File: config.mk
export PLATFORM = sky130hd
export DESIGN_NAME = http_chunked_body_decoder_core_flat
export DESIGN_NICKNAME = d
export VERILOG_FILES = /design/src/hcbd_pkg.sv /design/src/hcbd_intf.sv /design/src/hcbd_front.sv /design/src/hcbd_fifo.sv /design/src/hcbd_back.sv /design/src/http_chunked_body_decoder_core.sv /design/src/flat_wrapper.sv
export VERILOG_INCLUDE_DIRS = /design/src /design/src/src
export SDC_FILE = /design/constraint.sdc
export NUM_CORES = 1
export LEC_CHECK = 0
export BUFFER_PORTS_ARGS = -buffer_cell sky130_fd_sc_hd__buf_2
export CAP_MARGIN = 20
export CORE_ASPECT_RATIO = 0.8
export CORE_MARGIN = 1.5
export CORE_UTILIZATION = 55
export CTS_BUF_LIST = sky130_fd_sc_hd__clkbuf_8
export CTS_CLUSTER_DIAMETER = 30
export DETAILED_ROUTE_END_ITERATION = 6
export PLACE_DENSITY = 0.74
export SLEW_MARGIN = 20
export SYNTH_ARGS = -nofsm -noshare
export SYNTH_HDL_FRONTEND = slang
export SYNTH_SLANG_ARGS = --single-unit
File: constraint.sdc
create_clock -name clk_i -period 2.6 [get_ports clk_i]
set_input_delay 0.52 -clock clk_i [delete_from_list [all_inputs] [get_ports clk_i]]
set_output_delay 0.52 -clock clk_i [all_outputs]
set_load 0.02 [all_outputs]
File: src/assert_macros.svh
// Assertion helpers for the decoder core RTL file.
`ifndef ASSERT_MACROS_SVH
`define ASSERT_MACROS_SVH

// Concurrent assertion on an explicit clock and active-low reset.
`define HCBD_ASSERT_CLK(lbl, clk, rstn, prop, msg) \
  lbl: assert property (@(posedge clk) disable iff (!rstn) prop) else $error(msg);

// Concurrent assertion on the block clock and reset.
`define HCBD_ASSERT(lbl, prop, msg) `HCBD_ASSERT_CLK(lbl, clk_i, rst_ni, prop, msg)

`endif

File: src/hcbd_pkg.sv
`default_nettype none

package hcbd_pkg;

  localparam int unsigned HCBD_SIZE_BITS = 64;
  localparam int unsigned HCBD_LINE_W    = 5;
  localparam int unsigned HCBD_FIFO_DEPTH = 4;
  localparam int unsigned HCBD_FIFO_PTR_W = $clog2(HCBD_FIFO_DEPTH);
  localparam int unsigned HCBD_FIFO_LVL_W = $clog2(HCBD_FIFO_DEPTH + 1);

  localparam logic [HCBD_LINE_W-1:0] HCBD_MAX_LINE_RESET = 5'd16;

  localparam logic [7:0] HCBD_CHAR_CR = 8'h0D;
  localparam logic [7:0] HCBD_CHAR_LF = 8'h0A;

  localparam logic [2:0] HCBD_ST_CONSUMED = 3'd0;
  localparam logic [2:0] HCBD_ST_PAYLOAD  = 3'd1;
  localparam logic [2:0] HCBD_ST_CHUNK    = 3'd2;
  localparam logic [2:0] HCBD_ST_MESSAGE  = 3'd3;
  localparam logic [2:0] HCBD_ST_ERROR    = 3'd4;

  typedef struct packed {
    logic [7:0] data;
    logic       is_cr;
    logic       is_lf;
    logic       is_hex;
    logic [3:0] hex_val;
  } hcbd_item_t;

  typedef struct packed {
    logic [HCBD_FIFO_LVL_W-1:0] level;
    logic                       full;
    logic                       empty;
  } hcbd_fifo_stat_t;

endpackage

`default_nettype wire

File: src/hcbd_intf.sv
`default_nettype none

interface hcbd_in_if;
  logic       valid;
  logic       ready;
  logic [7:0] byte_in;

  modport source (output valid, output byte_in, input ready);
  modport sink (input valid, input byte_in, output ready);
endinterface

interface hcbd_out_if;
  logic       valid;
  logic       ready;
  logic [2:0] status;
  logic [7:0] data_out;

  modport source (output valid, output status, output data_out, input ready);
  modport sink (input valid, input status, input data_out, output ready);
endinterface

`default_nettype wire

File: src/hcbd_front.sv
`default_nettype none

module hcbd_front (
  hcbd_in_if.sink               in_chan,
  output logic                  push_valid_o,
  output hcbd_pkg::hcbd_item_t  push_item_o,
  input  wire logic             push_ready_i
);

  logic [7:0] b;
  logic       is_dig;
  logic       is_low;
  logic       is_up;
  logic [7:0] off;

  assign b      = in_chan.byte_in;
  assign is_dig = (b >= 8'h30) && (b <= 8'h39);
  assign is_low = (b >= 8'h61) && (b <= 8'h66);
  assign is_up  = (b >= 8'h41) && (b <= 8'h46);

  always_comb begin
    priority if (is_low) begin
      off = b - 8'h57;
    end else if (is_up) begin
      off = b - 8'h37;
    end else begin
      off = b - 8'h30;
    end
  end

  always_comb begin
    push_item_o.data    = b;
    push_item_o.is_cr   = (b == hcbd_pkg::HCBD_CHAR_CR);
    push_item_o.is_lf   = (b == hcbd_pkg::HCBD_CHAR_LF);
    push_item_o.is_hex  = is_dig || is_low || is_up;
    push_item_o.hex_val = off[3:0];
  end

  assign push_valid_o  = in_chan.valid;
  assign in_chan.ready = push_ready_i;

endmodule

`default_nettype wire

File: src/hcbd_fifo.sv
`default_nettype none

module hcbd_fifo (
  input  wire logic                   clk_i,
  input  wire logic                   rst_ni,
  input  wire logic                   push_valid_i,
  input  wire hcbd_pkg::hcbd_item_t   push_item_i,
  output logic                        push_ready_o,
  output logic                        pop_valid_o,
  output hcbd_pkg::hcbd_item_t        pop_item_o,
  input  wire logic                   pop_ready_i,
  output hcbd_pkg::hcbd_fifo_stat_t   stat_o
);

  localparam int unsigned Depth = hcbd_pkg::HCBD_FIFO_DEPTH;
  localparam int unsigned PtrW  = hcbd_pkg::HCBD_FIFO_PTR_W;
  localparam int unsigned LvlW  = hcbd_pkg::HCBD_FIFO_LVL_W;

  hcbd_pkg::hcbd_item_t mem_q [Depth];
  logic [PtrW-1:0] wr_ptr_q, wr_ptr_d;
  logic [PtrW-1:0] rd_ptr_q, rd_ptr_d;
  logic [LvlW-1:0] level_q, level_d;
  logic            push;
  logic            pop;

  assign push_ready_o = (level_q != LvlW'(Depth));
  assign pop_valid_o  = (level_q != '0);
  assign pop_item_o   = mem_q[rd_ptr_q];
  assign push = push_valid_i && push_ready_o;
  assign pop  = pop_valid_o && pop_ready_i;

  always_comb begin
    wr_ptr_d = wr_ptr_q;
    rd_ptr_d = rd_ptr_q;
    level_d  = level_q;
    if (push) begin
      wr_ptr_d = (wr_ptr_q == PtrW'(Depth - 1)) ? '0 : wr_ptr_q + PtrW'(1);
    end
    if (pop) begin
      rd_ptr_d = (rd_ptr_q == PtrW'(Depth - 1)) ? '0 : rd_ptr_q + PtrW'(1);
    end
    if (push && !pop) begin
      level_d = level_q + LvlW'(1);
    end else if (pop && !push) begin
      level_d = level_q - LvlW'(1);
    end
  end

  always_ff @(posedge clk_i or negedge rst_ni) begin
    if (!rst_ni) begin
      wr_ptr_q <= '0;
      rd_ptr_q <= '0;
      level_q  <= '0;
    end else begin
      wr_ptr_q <= wr_ptr_d;
      rd_ptr_q <= rd_ptr_d;
      level_q  <= level_d;
    end
  end

  always_ff @(posedge clk_i) begin
    if (push) begin
      mem_q[wr_ptr_q] <= push_item_i;
    end
  end

  always_comb begin
    stat_o.level = level_q;
    stat_o.full  = !push_ready_o;
    stat_o.empty = !pop_valid_o;
  end

endmodule

`default_nettype wire

File: src/hcbd_back.sv
`default_nettype none

module hcbd_back (
  input  wire logic                                clk_i,
  input  wire logic                                rst_ni,
  input  wire logic [hcbd_pkg::HCBD_LINE_W-1:0]    max_line_length_i,
  input  wire logic                                q_valid_i,
  input  wire hcbd_pkg::hcbd_item_t                q_item_i,
  output logic                                     q_ready_o,
  hcbd_out_if.source                               out_chan
);

  localparam int unsigned SizeW = hcbd_pkg::HCBD_SIZE_BITS;
  localparam int unsigned LineW = hcbd_pkg::HCBD_LINE_W;

  localparam logic [1:0] PhLine  = 2'd0;
  localparam logic [1:0] PhData  = 2'd1;
  localparam logic [1:0] PhClose = 2'd2;

  logic [1:0]       phase_q, phase_d;
  logic             cr_seen_q, cr_seen_d;
  logic [LineW-1:0] line_count_q, line_count_d;
  logic             stopped_q, stopped_d;
  logic             digit_seen_q, digit_seen_d;
  logic [SizeW-1:0] size_accum_q, size_accum_d;
  logic [SizeW-1:0] bytes_left_q, bytes_left_d;
  logic             zero_chunk_q, zero_chunk_d;

  logic       out_valid_q, out_valid_d;
  logic [2:0] status_q, status_d;
  logic [7:0] data_q, data_d;

  logic pop;
  logic err;

  assign q_ready_o = !out_valid_q || out_chan.ready;
  assign pop       = q_valid_i && q_ready_o;

  always_comb begin
    phase_d      = phase_q;
    cr_seen_d    = cr_seen_q;
    line_count_d = line_count_q;
    stopped_d    = stopped_q;
    digit_seen_d = digit_seen_q;
    size_accum_d = size_accum_q;
    bytes_left_d = bytes_left_q;
    zero_chunk_d = zero_chunk_q;
    status_d     = hcbd_pkg::HCBD_ST_CONSUMED;
    data_d       = '0;
    err          = 1'b0;

    unique case (phase_q)
      PhLine: begin
        if (cr_seen_q) begin
          if (!q_item_i.is_lf || !digit_seen_q) begin
            err = 1'b1;
          end else begin
            cr_seen_d    = 1'b0;
            bytes_left_d = size_accum_q;
            zero_chunk_d = (size_accum_q == '0);
            phase_d      = (size_accum_q == '0) ? PhClose : PhData;
          end
        end else if (q_item_i.is_cr) begin
          cr_seen_d = 1'b1;
        end else if (line_count_q >= max_line_length_i) begin
          err = 1'b1;
        end else begin
          line_count_d = line_count_q + LineW'(1);
          if (!stopped_q) begin
            if (!q_item_i.is_hex) begin
              stopped_d = 1'b1;
            end else if (size_accum_q[SizeW-1 -: 4] != 4'd0) begin
              err = 1'b1;
            end else begin
              size_accum_d = {size_accum_q[SizeW-5:0], q_item_i.hex_val};
              digit_seen_d = 1'b1;
            end
          end
        end
      end
      PhData: begin
        status_d     = hcbd_pkg::HCBD_ST_PAYLOAD;
        data_d       = q_item_i.data;
        bytes_left_d = bytes_left_q - SizeW'(1);
        if (bytes_left_q == SizeW'(1)) begin
          phase_d = PhClose;
        end
      end
      PhClose: begin
        if (!cr_seen_q) begin
          if (q_item_i.is_cr) begin
            cr_seen_d = 1'b1;
          end else begin
            err = 1'b1;
          end
        end else if (q_item_i.is_lf) begin
          status_d     = zero_chunk_q ? hcbd_pkg::HCBD_ST_MESSAGE : hcbd_pkg::HCBD_ST_CHUNK;
          phase_d      = PhLine;
          cr_seen_d    = 1'b0;
          line_count_d = '0;
          stopped_d    = 1'b0;
          digit_seen_d = 1'b0;
          size_accum_d = '0;
          bytes_left_d = '0;
          zero_chunk_d = 1'b0;
        end else begin
          err = 1'b1;
        end
      end
      default: begin
        err = 1'b1;
      end
    endcase

    if (err) begin
      status_d     = hcbd_pkg::HCBD_ST_ERROR;
      data_d       = '0;
      phase_d      = PhLine;
      cr_seen_d    = 1'b0;
      line_count_d = '0;
      stopped_d    = 1'b0;
      digit_seen_d = 1'b0;
      size_accum_d = '0;
      bytes_left_d = '0;
      zero_chunk_d = 1'b0;
    end
  end

  always_comb begin
    priority if (pop) begin
      out_valid_d = 1'b1;
    end else if (out_chan.ready) begin
      out_valid_d = 1'b0;
    end else begin
      out_valid_d = out_valid_q;
    end
  end

  always_ff @(posedge clk_i or negedge rst_ni) begin
    if (!rst_ni) begin
      phase_q      <= PhLine;
      cr_seen_q    <= 1'b0;
      line_count_q <= '0;
      stopped_q    <= 1'b0;
      digit_seen_q <= 1'b0;
      size_accum_q <= '0;
      bytes_left_q <= '0;
      zero_chunk_q <= 1'b0;
      out_valid_q  <= 1'b0;
    end else begin
      out_valid_q <= out_valid_d;
      if (pop) begin
        phase_q      <= phase_d;
        cr_seen_q    <= cr_seen_d;
        line_count_q <= line_count_d;
        stopped_q    <= stopped_d;
        digit_seen_q <= digit_seen_d;
        size_accum_q <= size_accum_d;
        bytes_left_q <= bytes_left_d;
        zero_chunk_q <= zero_chunk_d;
      end
    end
  end

  always_ff @(posedge clk_i) begin
    if (pop) begin
      status_q <= status_d;
      data_q   <= data_d;
    end
  end

  assign out_chan.valid    = out_valid_q;
  assign out_chan.status   = status_q;
  assign out_chan.data_out = data_q;

endmodule

`default_nettype wire

File: src/http_chunked_body_decoder_core.sv
// Chunked body decoder. Each byte of an HTTP chunked body yields exactly one
// result: consumed, payload byte, chunk done, message done or error. The
// decoder sustains one byte per clock cycle while the output accepts its
// results; a result passes first through the four-entry queue between the
// classifier and the decoder state machine and then through the output
// register. The queue lets the input keep flowing for up to four bytes while
// the output is stalled. The back end holds the 64-bit size accumulator and
// byte counter. The maximum size line length is written through cfg_we_i and
// cfg_wdata_i, and resets to sixteen; the user must write it only while no
// transfer is in flight, as the block itself does not enforce this.
`default_nettype none

`include "assert_macros.svh"

module http_chunked_body_decoder_core (
  input  wire logic                              clk_i,
  input  wire logic                              rst_ni,
  input  wire logic                              cfg_we_i,
  input  wire logic [hcbd_pkg::HCBD_LINE_W-1:0]  cfg_wdata_i,
  hcbd_in_if.sink                                in_chan,
  hcbd_out_if.source                             out_chan
);

  logic [hcbd_pkg::HCBD_LINE_W-1:0] max_line_q;

  logic                        push_valid;
  logic                        push_ready;
  hcbd_pkg::hcbd_item_t        push_item;
  logic                        q_valid;
  logic                        q_ready;
  hcbd_pkg::hcbd_item_t        q_item;
  hcbd_pkg::hcbd_fifo_stat_t   fifo_stat;

  always_ff @(posedge clk_i or negedge rst_ni) begin
    if (!rst_ni) begin
      max_line_q <= hcbd_pkg::HCBD_MAX_LINE_RESET;
    end else if (cfg_we_i) begin
      max_line_q <= cfg_wdata_i;
    end
  end

  hcbd_front u_front (
    .in_chan      (in_chan),
    .push_valid_o (push_valid),
    .push_item_o  (push_item),
    .push_ready_i (push_ready)
  );

  hcbd_fifo u_fifo (
    .clk_i        (clk_i),
    .rst_ni       (rst_ni),
    .push_valid_i (push_valid),
    .push_item_i  (push_item),
    .push_ready_o (push_ready),
    .pop_valid_o  (q_valid),
    .pop_item_o   (q_item),
    .pop_ready_i  (q_ready),
    .stat_o       (fifo_stat)
  );

  hcbd_back u_back (
    .clk_i             (clk_i),
    .rst_ni            (rst_ni),
    .max_line_length_i (max_line_q),
    .q_valid_i         (q_valid),
    .q_item_i          (q_item),
    .q_ready_o         (q_ready),
    .out_chan          (out_chan)
  );

  `HCBD_ASSERT(a_data_zero_unless_payload, (out_chan.valid && (out_chan.status != hcbd_pkg::HCBD_ST_PAYLOAD) |-> (out_chan.data_out == 8'd0)), "data_out must be zero outside a payload result")
  `HCBD_ASSERT(a_no_transfer_when_full, (in_chan.valid && in_chan.ready |-> !fifo_stat.full), "input transfer taken while queue is full")
  `HCBD_ASSERT(a_level_bounded, (fifo_stat.level <= hcbd_pkg::HCBD_FIFO_LVL_W'(hcbd_pkg::HCBD_FIFO_DEPTH)), "queue level beyond its depth")
  `HCBD_ASSERT(a_empty_matches_level, (fifo_stat.empty == (fifo_stat.level == '0)), "queue empty flag disagrees with its level")

endmodule

`default_nettype wire

File: src/flat_wrapper.sv
// flat-port wrapper written by rule: the top's interface ports become plain ports
module http_chunked_body_decoder_core_flat 
  (clk_i, rst_ni, cfg_we_i, cfg_wdata_i, in_chan_valid, in_chan_byte_in, in_chan_ready, out_chan_valid, out_chan_status, out_chan_data_out, out_chan_ready);
  hcbd_in_if in_chan_i ();
  hcbd_out_if out_chan_i ();
  input  wire logic clk_i;
  input  wire logic rst_ni;
  input  wire logic cfg_we_i;
  input  wire logic [hcbd_pkg::HCBD_LINE_W-1:0] cfg_wdata_i;
  input wire logic [$bits(in_chan_i.valid)-1:0] in_chan_valid;
  input wire logic [$bits(in_chan_i.byte_in)-1:0] in_chan_byte_in;
  output wire logic [$bits(in_chan_i.ready)-1:0] in_chan_ready;
  output wire logic [$bits(out_chan_i.valid)-1:0] out_chan_valid;
  output wire logic [$bits(out_chan_i.status)-1:0] out_chan_status;
  output wire logic [$bits(out_chan_i.data_out)-1:0] out_chan_data_out;
  input wire logic [$bits(out_chan_i.ready)-1:0] out_chan_ready;
  assign in_chan_i.valid = in_chan_valid;
  assign in_chan_i.byte_in = in_chan_byte_in;
  assign in_chan_ready = in_chan_i.ready;
  assign out_chan_valid = out_chan_i.valid;
  assign out_chan_status = out_chan_i.status;
  assign out_chan_data_out = out_chan_i.data_out;
  assign out_chan_i.ready = out_chan_ready;
  http_chunked_body_decoder_core u_core (.clk_i(clk_i), .rst_ni(rst_ni), .cfg_we_i(cfg_we_i), .cfg_wdata_i(cfg_wdata_i), .in_chan(in_chan_i), .out_chan(out_chan_i));
endmodule
After elaboration in Yosys (flattened, before gate mapping)
Memory sizes are Yosys's and may differ from the RTL's. Index checks and enable logic that the tools add are counted.

Register bits after elaboration: 163. Bits in writable memories: 60. Input bits: 18. Word-level logic and storage cells: 163. Memories: 1.

Memory list: u_core.u_fifo.mem_q (words 4, width 15, rd ports 1, clocked after memory_dff 0, write ports 1, line hcbd_fifo.sv:19) `hcbd_pkg::hcbd_item_t mem_q [Depth];`.

Add/sub/neg operators: 9. Order comparisons: 7. Equality and inequality tests: 19. Mux-type cells: 80. Bitwise gates (word level): 1. Reduce and logical (&&, ||, !) cells: 31.

Operator list (number): $mux W64 (12); $pmux W64 S3 (1); $pmux W64 S2 (1); $eq A64 B1 Y1 const B (1); $logic_not A64 Y1 (1); $sub A64 B1 Y64 const B (1); $mux W1 (37); $ne A3 B3 Y1 const B (12); $mux W5 (6); $mux W2 (11); $eq A8 B4 Y1 const B (2); $ge A8 B7 Y1 const B (2); $le A8 B7 Y1 const B (2); $reduce_and A7 Y1 (2); $reduce_and A6 Y1 (2); $pmux W5 S2 (1); $reduce_and A10 Y1 (1); $ge A8 B6 Y1 const B (1); $le A8 B6 Y1 const B (1); $mux W4 (2); $pmux W1 S2 (4); $reduce_bool A4 Y1 (2); $sub A4 B3 Y4 const B (2); $logic_and A1 B1 Y1 (7); 20 further kinds (33).

Logic depth before layout (Yosys ltp)
Gate-level depths: netlist of run 1.

Word-level depth: 10. Mapped depth: 11.

Hierarchy
From an unflattened synthesis of run 1, not the netlist that was laid out.

Cell total of the unflattened synthesis: 1291. Area total of the unflattened synthesis: 12918.6 sq um.

By module, submodules not included: hcbd_back (instances 1, cells an instance 1123, area an instance 9785.6 sq um); hcbd_fifo (instances 1, cells an instance 118, area an instance 2621.3 sq um); hcbd_front (instances 1, cells an instance 40, area an instance 329.1 sq um); http_chunked_body_decoder_core (instances 1, cells an instance 10, area an instance 182.7 sq um).

Least setup slack after synthesis of run 1
OpenSTA, ideal clock, no wires.

Path kind: register -> register. Start: reg u_core.u_fifo.level_q[0]. End: reg u_core.u_fifo.level_q[2]. Setup time: 0.079 ns. Data arrival time: 2.392 ns. Data required time: 2.521 ns. Setup slack: 0.129 ns. Cell stages (with the launch flop): 11. Clock period less this slack: 2.471 ns. Cell sequence: dfrtp_1 nor3_1 a21o_1 clkbuf_1 buf_1 ha_1 inv_1 fa_1 xor2_1 nor2_1 xor2_1.

Cells in the longest elaborated chain, start to end: 5.

Ends and longest elaborated chain: start, declared (line hcbd_fifo.sv:22) `logic [LvlW-1:0] level_q, level_d;`; start signal, assigned (line hcbd_fifo.sv:57) `level_q <= level_d;`; branches (longest 5 deep; another with $sub A3 B1 Y3).

Parallel ways; which one is timed is not known. The select of a mux whose other input is x is not followed. A chain may end at the register's enable or synchronous reset.

Worst setup path in the final report of run 1
Start: reg u_core.u_back.phase_q[1]. End: reg u_core.u_back.bytes_left_q[48].

Cells in the longest elaborated chain, start to end: 4.

Ends and longest elaborated chain: start, declared (line hcbd_back.sv:20) `logic [1:0] phase_q, phase_d;`; start signal, assigned (line hcbd_back.sv:141) `phase_q <= PhLine;`; start signal, assigned (line hcbd_back.sv:153) `phase_q <= phase_d;`; $eq A2 B2 Y1, or another cell as far along (line hcbd_back.sv:52) `unique case (phase_q)`; $pmux W1 S3 (line hcbd_back.sv:52); $ne A3 B3 Y1 (no line) / $reduce_bool A4 Y1 (equally long branches); $reduce_and A6 Y1 (no line); end signal, assigned (line hcbd_back.sv:159) `bytes_left_q <= bytes_left_d;`; end, declared (line hcbd_back.sv:26) `logic [SizeW-1:0] bytes_left_q, bytes_left_d;`.

Several ways; a longest one is shown, not always the timed one.

==> key figures, run 1 <==
Detailed routing
  • Drt total wl: ~33,000 um
  • Drt wl/cell: 21.0 um
  • Via density: around 6.3
  • DRC Markers: 0
  • Via count: around 10k
  • Post-route ant nets: 0
  • Drt first pass iters: 6
  • Starting DRT DRC Count: about 1.4k

Critical path
  • R2R depth: 9
  • Reg2reg end: u_core.u_back.bytes_left_q[48]
  • Worst r2r src: u_core.u_back.phase_q[1]
  • Worst setup path start: u_core.u_back.phase_q[1]
  • Worst setup path class: flip-flop to flip-flop
  • Critical Path AT: slightly below 3 ns
  • R2r setup slk: roughly 0.07 ns
  • CP Max Fanout: 11
  • WP data required: around 3 ns
  • Type of origin of the critical path: flip-flop
  • Setup crit end: u_core.u_back.bytes_left_q[48]
  • Critical path capture point type: flip-flop

Clock network
  • CTS clk-pin slew, worst paths: about 0.06 ns
  • # H-tree levels: 2
  • Clk buf depth: 3
  • Latest clock arrival within the worst-skew pair: about 0.55 ns
  • CTS Sinks: between 200 and 250
  • Cts bufs inserted: 43
  • CTS tree: done
  • Root buf cell: clkbuf_8

Timing
  • Final hold violations: 0
  • Worst hold slack: ~0.20 ns
  • Count of final max-slew check failures: 0
  • Final worst slack: roughly 0.070 ns
  • Worst Clk Skew: around 0.023 ns
  • Worst Max-Slew Pin Slew: between 0.5 and 0.6 ns
  • Slew margin rel.: 0.617
  • Minimum clock period: ~2.5 ns
  • Final period util: 0.973
  • RSZ-0062 raised after global routing: true
  • Final setup fails: 0
  • Max Freq: 395 MHz

Cells and area
  • Nets@finish: roughly 1.3k
  • Layout area overhead: 21.0%
  • Proportion of layout cells with a drive suffix above 1: 0.217
  • N_diodes: 0
  • Multi-input gate area in the final layout: slightly above 5000 um^2
  • # fillers: between 1.5k and 2k
  • Reg area: approximately 5900 um^2

Logic synthesis
  • Fraction of registers with async set/reset: 0.682
  • Post-synth EDFFs: 71
  • Post-synthesis average cell area: between 9 and 10 um^2
  • Post-synthesis register bit count: 223
  • Sequential-to-total area share from yosys stat: 0.519
  • Ys flop type: dfrtp_1
  • Post-synth net total: between 1k and 1.5k
  • Synth Warn #: 0
  • Cell area after synthesis: between 10,000 and 15,000 um^2
  • Syn Inst Count: between 1k and 1.5k
  • Yosys cell types: 75

Placed design
  • Port Buffers: 30
  • Final weighted congestion of routability-driven global placement: 0.920
  • DP HPWL: 22,000 um
  • Pre-CTS setup slack: -0.0818 ns

Die
  • DIE HEIGHT: ~130 um
  • Initial core utilization: 0.570
  • Die area: between 20,000 and 25,000 um^2
  • Die W: between 150 and 200 um
  • Core box area: roughly 20,000 um^2
  • I/O Pins: 31
  • # rows: 46

Run status
  • Run status: completed

GRT
  • GR Util All Layers: 0.303
  • Largest net degree at the start of global routing: 56
  • Gr ovfl total: 0
  • Initial antenna violation count: 0
  • First-pass GRT wire length: around 51,000 um
  • Vias in the first global route: between 9k and 10k

Worst hold path
  • Worst hold-check path type: primary input to flip-flop
  • Hold Path Stages: 3

Flow run
  • Max-cap violation count: 0
## stage by stage
step	area, um^2	setup TNS (ns)	cells	utilization
finish	13800	0	1589	0.689
global route	13800	-0.134	1589	0.689
CTS	13500	0	1572	0.673
detailed placement	12600	-0.0818	1493	0.627
global placement	12600	-0.0508	1493	0.627
floorplan	11400	0	1154	-
## cell families (layout without fill, tap and decap cells)
logic type,after synthesis,in the layout,synth area share
and+or+nand+nor,422,422,0.179
AOI/OAI and AO/OA,319,319,0.176
DFF,223,223,0.519
buffers and inverters,127,298,0.0501
adders and majority gates,24,24,0.0269
muxes,21,21,0.0350
xor gates and xnor gates,18,18,0.0138
## Yosys cell counts, drive strengths merged, types with 4 or more instances
master	number	area share
a211oi	4	0.0042
a21oi	54	0.024
a22o	19	0.015
a22oi	8	0.0052
a31oi	6	0.0033
a32oi	7	0.0054
and2	11	0.0060
and3	9	0.0049
buf	27	0.017
clkbuf	44	0.015
dfrtp	151	0.33
edfxtp	71	0.19
ha	23	0.025
inv	56	0.018
mux2i	4	0.0035
mux4	15	0.030
nand2	192	0.063
nand2b	8	0.0046
nand3	27	0.012
nand4	9	0.0049
nor2	54	0.018
nor2b	5	0.0027
nor3	32	0.015
nor4	50	0.030
o211ai	11	0.0072
o21ai	127	0.056
o22ai	28	0.015
o2bb2ai	6	0.0046
o31ai	27	0.019
or3	8	0.0044
or4	6	0.0043
xnor2	11	0.0084
xor2	7	0.0054
## critical path, stage by stage (launching register included)
cell,delay [ns]
dfrtp_1,0.42
inv_1,0.13
ha_1,0.39
mux2i_1,0.18
a211oi_2,0.36
buf_4,0.19
buf_2,0.32
o21ai_0,0.15
a21oi_1,0.17
o22ai_1,0.10
## cells in the final DEF (no fill, tap or decap), drive strengths merged, types with 7 or more instances in the layout
master | synthesis | final
a21oi | 54 | 54
a22o | 19 | 19
a22oi | 8 | 8
a32oi | 7 | 7
and2 | 11 | 11
and3 | 9 | 9
buf | 27 | 159
clkbuf | 44 | 51
clkinv | 0 | 11
dfrtp | 151 | 151
edfxtp | 71 | 71
ha | 23 | 23
inv | 56 | 69
mux4 | 15 | 15
nand2 | 192 | 192
nand2b | 8 | 8
nand3 | 27 | 27
nand4 | 9 | 9
nor2 | 54 | 54
nor3 | 32 | 32
nor4 | 50 | 50
o211ai | 11 | 11
o21ai | 127 | 127
o22ai | 28 | 28
o31ai | 27 | 27
or3 | 8 | 8
xnor2 | 11 | 11
xor2 | 7 | 7
## registers in the layout, indices dropped and copies added (netlist names), 3 cells and up
register and count:
u_core.u_back.bytes_left_q 64, u_core.u_back.size_accum_q 64, u_core.u_fifo.mem_q 60, u_core.u_back.out_chan.data_out 8, u_core.max_line_q 5, u_core.u_back.line_count_q 5, u_core.u_back.out_chan.status 3, u_core.u_fifo.level_q 3
## worst min-delay path by stage
stage,startpoint,end
after CTS,cfg_wdata_i[1],u_core.max_line_q[1]
after global routing,cfg_wdata_i[3],u_core.max_line_q[3]
after global placement,u_core.u_fifo.level_q[2],u_core.u_fifo.level_q[2]
final,cfg_wdata_i[1],u_core.max_line_q[1]
after detailed placement,u_core.u_back.size_accum_q[23],u_core.u_back.size_accum_q[23]
after floorplan,rst_ni,u_core.max_line_q[0]
## cell type report
class,instances,area share
repair buffers,164,0.101
flip-flops and latches,223,0.429
inverters,56,0.0152
well taps,264,0.0239
clock buffers,47,0.0467
multi-input cells,804,0.365
clock inverters,31,0.0195
## per-layer routing
metal,vias to the layer above,track usage,wire [um]
li1,4519,-,-
met1,4873,0.464,14400
met2,578,0.425,14300
met3,66,0.0739,3990
met4,0,0.0879,661
met5,-,0,0
## repair_timing
item,in CTS,in global routing
pin swaps,0,5
resized for setup,1,45
endpoints found under the setup margin,1,110
hold endpoints to repair,51,0
setup buffers,0,10
cloned,0,7
hold buffers,1,0
Power of run 1 is left out: the tool's default activity adds up to more than one toggle a clock period on the data nets, which glitch-free logic cannot reach.
==> run 2, diff against run 1 <==
- REMOVE_ABC_BUFFERS: unset -> 1
==> key figures, run 2 (synthesized netlist as in run 1, its figures left out) <==
Run status
  • Failing checks: DRC
  • Run status: complete, but fails checks

Placed design
  • Final weighted congestion of routability-driven global placement: ~0.9
  • Dpl cell area: ~13,000 um^2
  • DP HPWL: around 22,000 um
  • Port Buffers: 30
  • DP Cell Count: 1,490

Clock network
  • CTS Sinks: 223
  • Latest clock arrival within the worst-skew pair: 0.56 ns
  • Root buf cell: clkbuf_8
  • Clk buf depth: 3
  • # H-tree levels: 2
  • CTS clk-pin slew, worst paths: 0.06 ns
  • Cts bufs inserted: 42
  • CTS tree: done

Timing
  • RSZ-0062 raised after global routing: true
  • Slew margin rel.: 0.574
  • Worst Max-Slew Pin Slew: 0.639 ns
  • Max Freq: between 300 and 400 MHz
  • Final setup fails: 0
  • Worst hold slack: 0.185 ns
  • Final hold violations: 0
  • Minimum clock period: approximately 2.5 ns
  • Count of final max-slew check failures: 0
  • Final period util: 0.971
  • Worst Clk Skew: 0.0263 ns
  • Final TNS setup: 0 ns

Die
  • DIE HEIGHT: ~130 um
  • Core box area: 20,100 um^2
  • # rows: between 40 and 50
  • Initial core utilization: 0.570
  • I/O Pins: 31
  • Die W: ~160 um
  • Die area: 21,700 um^2

Detailed routing
  • Via density: about 6.3
  • Drt wl/cell: roughly 20 um
  • Starting DRT DRC Count: between 1k and 1.5k
  • DRC Markers: 8
  • Highest metal used: met4
  • Metal-1 WL: between 10,000 and 15,000 um
  • Drt total wl: 32,200 um
  • Via count: roughly 9.9k
  • Drt first pass iters: 7
  • WL met3: approximately 3700 um
  • Post-route ant nets: 0
  • Wire length on met2: between 10,000 and 15,000 um

Critical path
  • Critical Path AT: roughly 3 ns
  • Critical path capture point type: flip-flop
  • Chain of cells forming the critical path: inv_1 > ha_4 > a211o_1 > a31oi_2 > buf_4 > and4b_1 > o41ai_4 > buf_6 > buf_12 > clkbuf_16 > o31ai_2
  • Buffers & Inverters on Critical Path: 5
  • Crit path max-delay family: compound AO/OA/AOI/OAI gates
  • Max stage delay on crit path: a little over 0.5 ns
  • Worst setup path class: flip-flop to flip-flop
  • CP max stage cell: dfstp_2
  • WP data required: about 3.1 ns
  • CP Max Fanout: 12
  • Type of origin of the critical path: flip-flop

Flow run
  • Max-cap violation count: 0

Cells and area
  • N_diodes: 0
  • Nets@finish: approximately 1.3k
  • Most common cell after layout, fill and taps aside: nand2_1
  • Finished Layout Cells: between 1.5k and 2k
  • Biggest regs: u_core.u_back.bytes_left_q (64), u_core.u_back.size_accum_q (64), u_core.u_fifo.mem_q (60)
  • Commonest cells after routing, fill and taps aside: 187 x nand2_1, 150 x dfrtp_1, 97 x buf_4, 95 x o21ai_0, 71 x edfxtp_1
  • Proportion of layout cells with a drive suffix above 1: 0.219
  • Layout area overhead: 21.5%
  • Final Cell Area: 13,900 um^2

GRT
  • GR Util All Layers: 0.294
  • Largest net degree at the start of global routing: 63
  • Gr ovfl total: 0
  • Initial antenna violation count: 0
  • First-pass GRT wire length: approximately 50,000 um
  • Vias in the first global route: 9,195

Worst hold path
  • Worst hold-check path type: primary input to flip-flop
[run 2: cell count changes in the layout (fill, tap and decap cells not counted), sizes merged]
cell      change
bufinv        +1
clkinv        -5
clkinvlp      +2
clkbuf        -2
buf          -10
inv           +2
[run 2: final cells by class]
| cell class | instances | area, um^2 |
|---|---|---|
| fillers | 1464 | 6190 |
| flip-flops and latches | 223 | 5940 |
| multi-input cells | 804 | 5160 |
| repair buffers | 153 | 1350 |
| clock buffers | 46 | 633 |
| well taps | 264 | 330 |
| clock inverters | 31 | 280 |
| inverters | 56 | 210 |
[run 2: metal layers]
| layer | vias to the layer above | track usage |
|---|---|---|
| li1 | 4484 | - |
| met1 | 4812 | 0.451 |
| met2 | 589 | 0.413 |
| met3 | 58 | 0.0708 |
| met4 | 0 | 0.0828 |
| met5 | - | 0 |
[run 2: final timing paths]
path                       cells past startpoint                        endpoint                        from  slack (ns)
max                                           11  u_core.u_back.size_accum_q[23]        u_core.max_line_q[4]        0.08
min                                            3            u_core.max_line_q[4]              cfg_wdata_i[4]        0.19
max reg2reg                                   11  u_core.u_back.size_accum_q[23]        u_core.max_line_q[4]        0.08
min reg2reg                                    2      u_core.u_back.zero_chunk_q  u_core.u_back.zero_chunk_q        0.49
max in group asynchronous                      3       u_core.u_fifo.rd_ptr_q[0]                      rst_ni        1.33
min in group asynchronous                      2  u_core.u_back.size_accum_q[39]                      rst_ni        0.52
[run 2: tightest hold or removal path: cells and delay by family]
| kind | cells | cell delay [ns] |
|---|---|---|
| compound gates | 1 | 0.06 |
| simple gates | 1 | 0.03 |
| buf+inv | 1 | 0.07 |
[run 2: through the flow]
stage / setup WS, ns / utilization
5_1_grt: -0.0298 / 0.692
3_3_place_gp: 0.0721 / 0.626
3_5_place_dp: -0.0375 / 0.626
6_report: 0.0757 / 0.692
2_1_floorplan: -2.81 / -
4_1_cts: 0.000896 / 0.672
[run 2: repair_timing]
action | 4_1_cts | 5_1_grt
gates resized for setup | 1 | 56
cloned | 0 | 3
pin swaps | 0 | 5
setup endpoints to repair | 8 | 103
hold buffers | 1 | 0
buffers inserted | 0 | 6
endpoints found under the hold margin | 32 | 0
Power of run 2 is left out for the same reason.
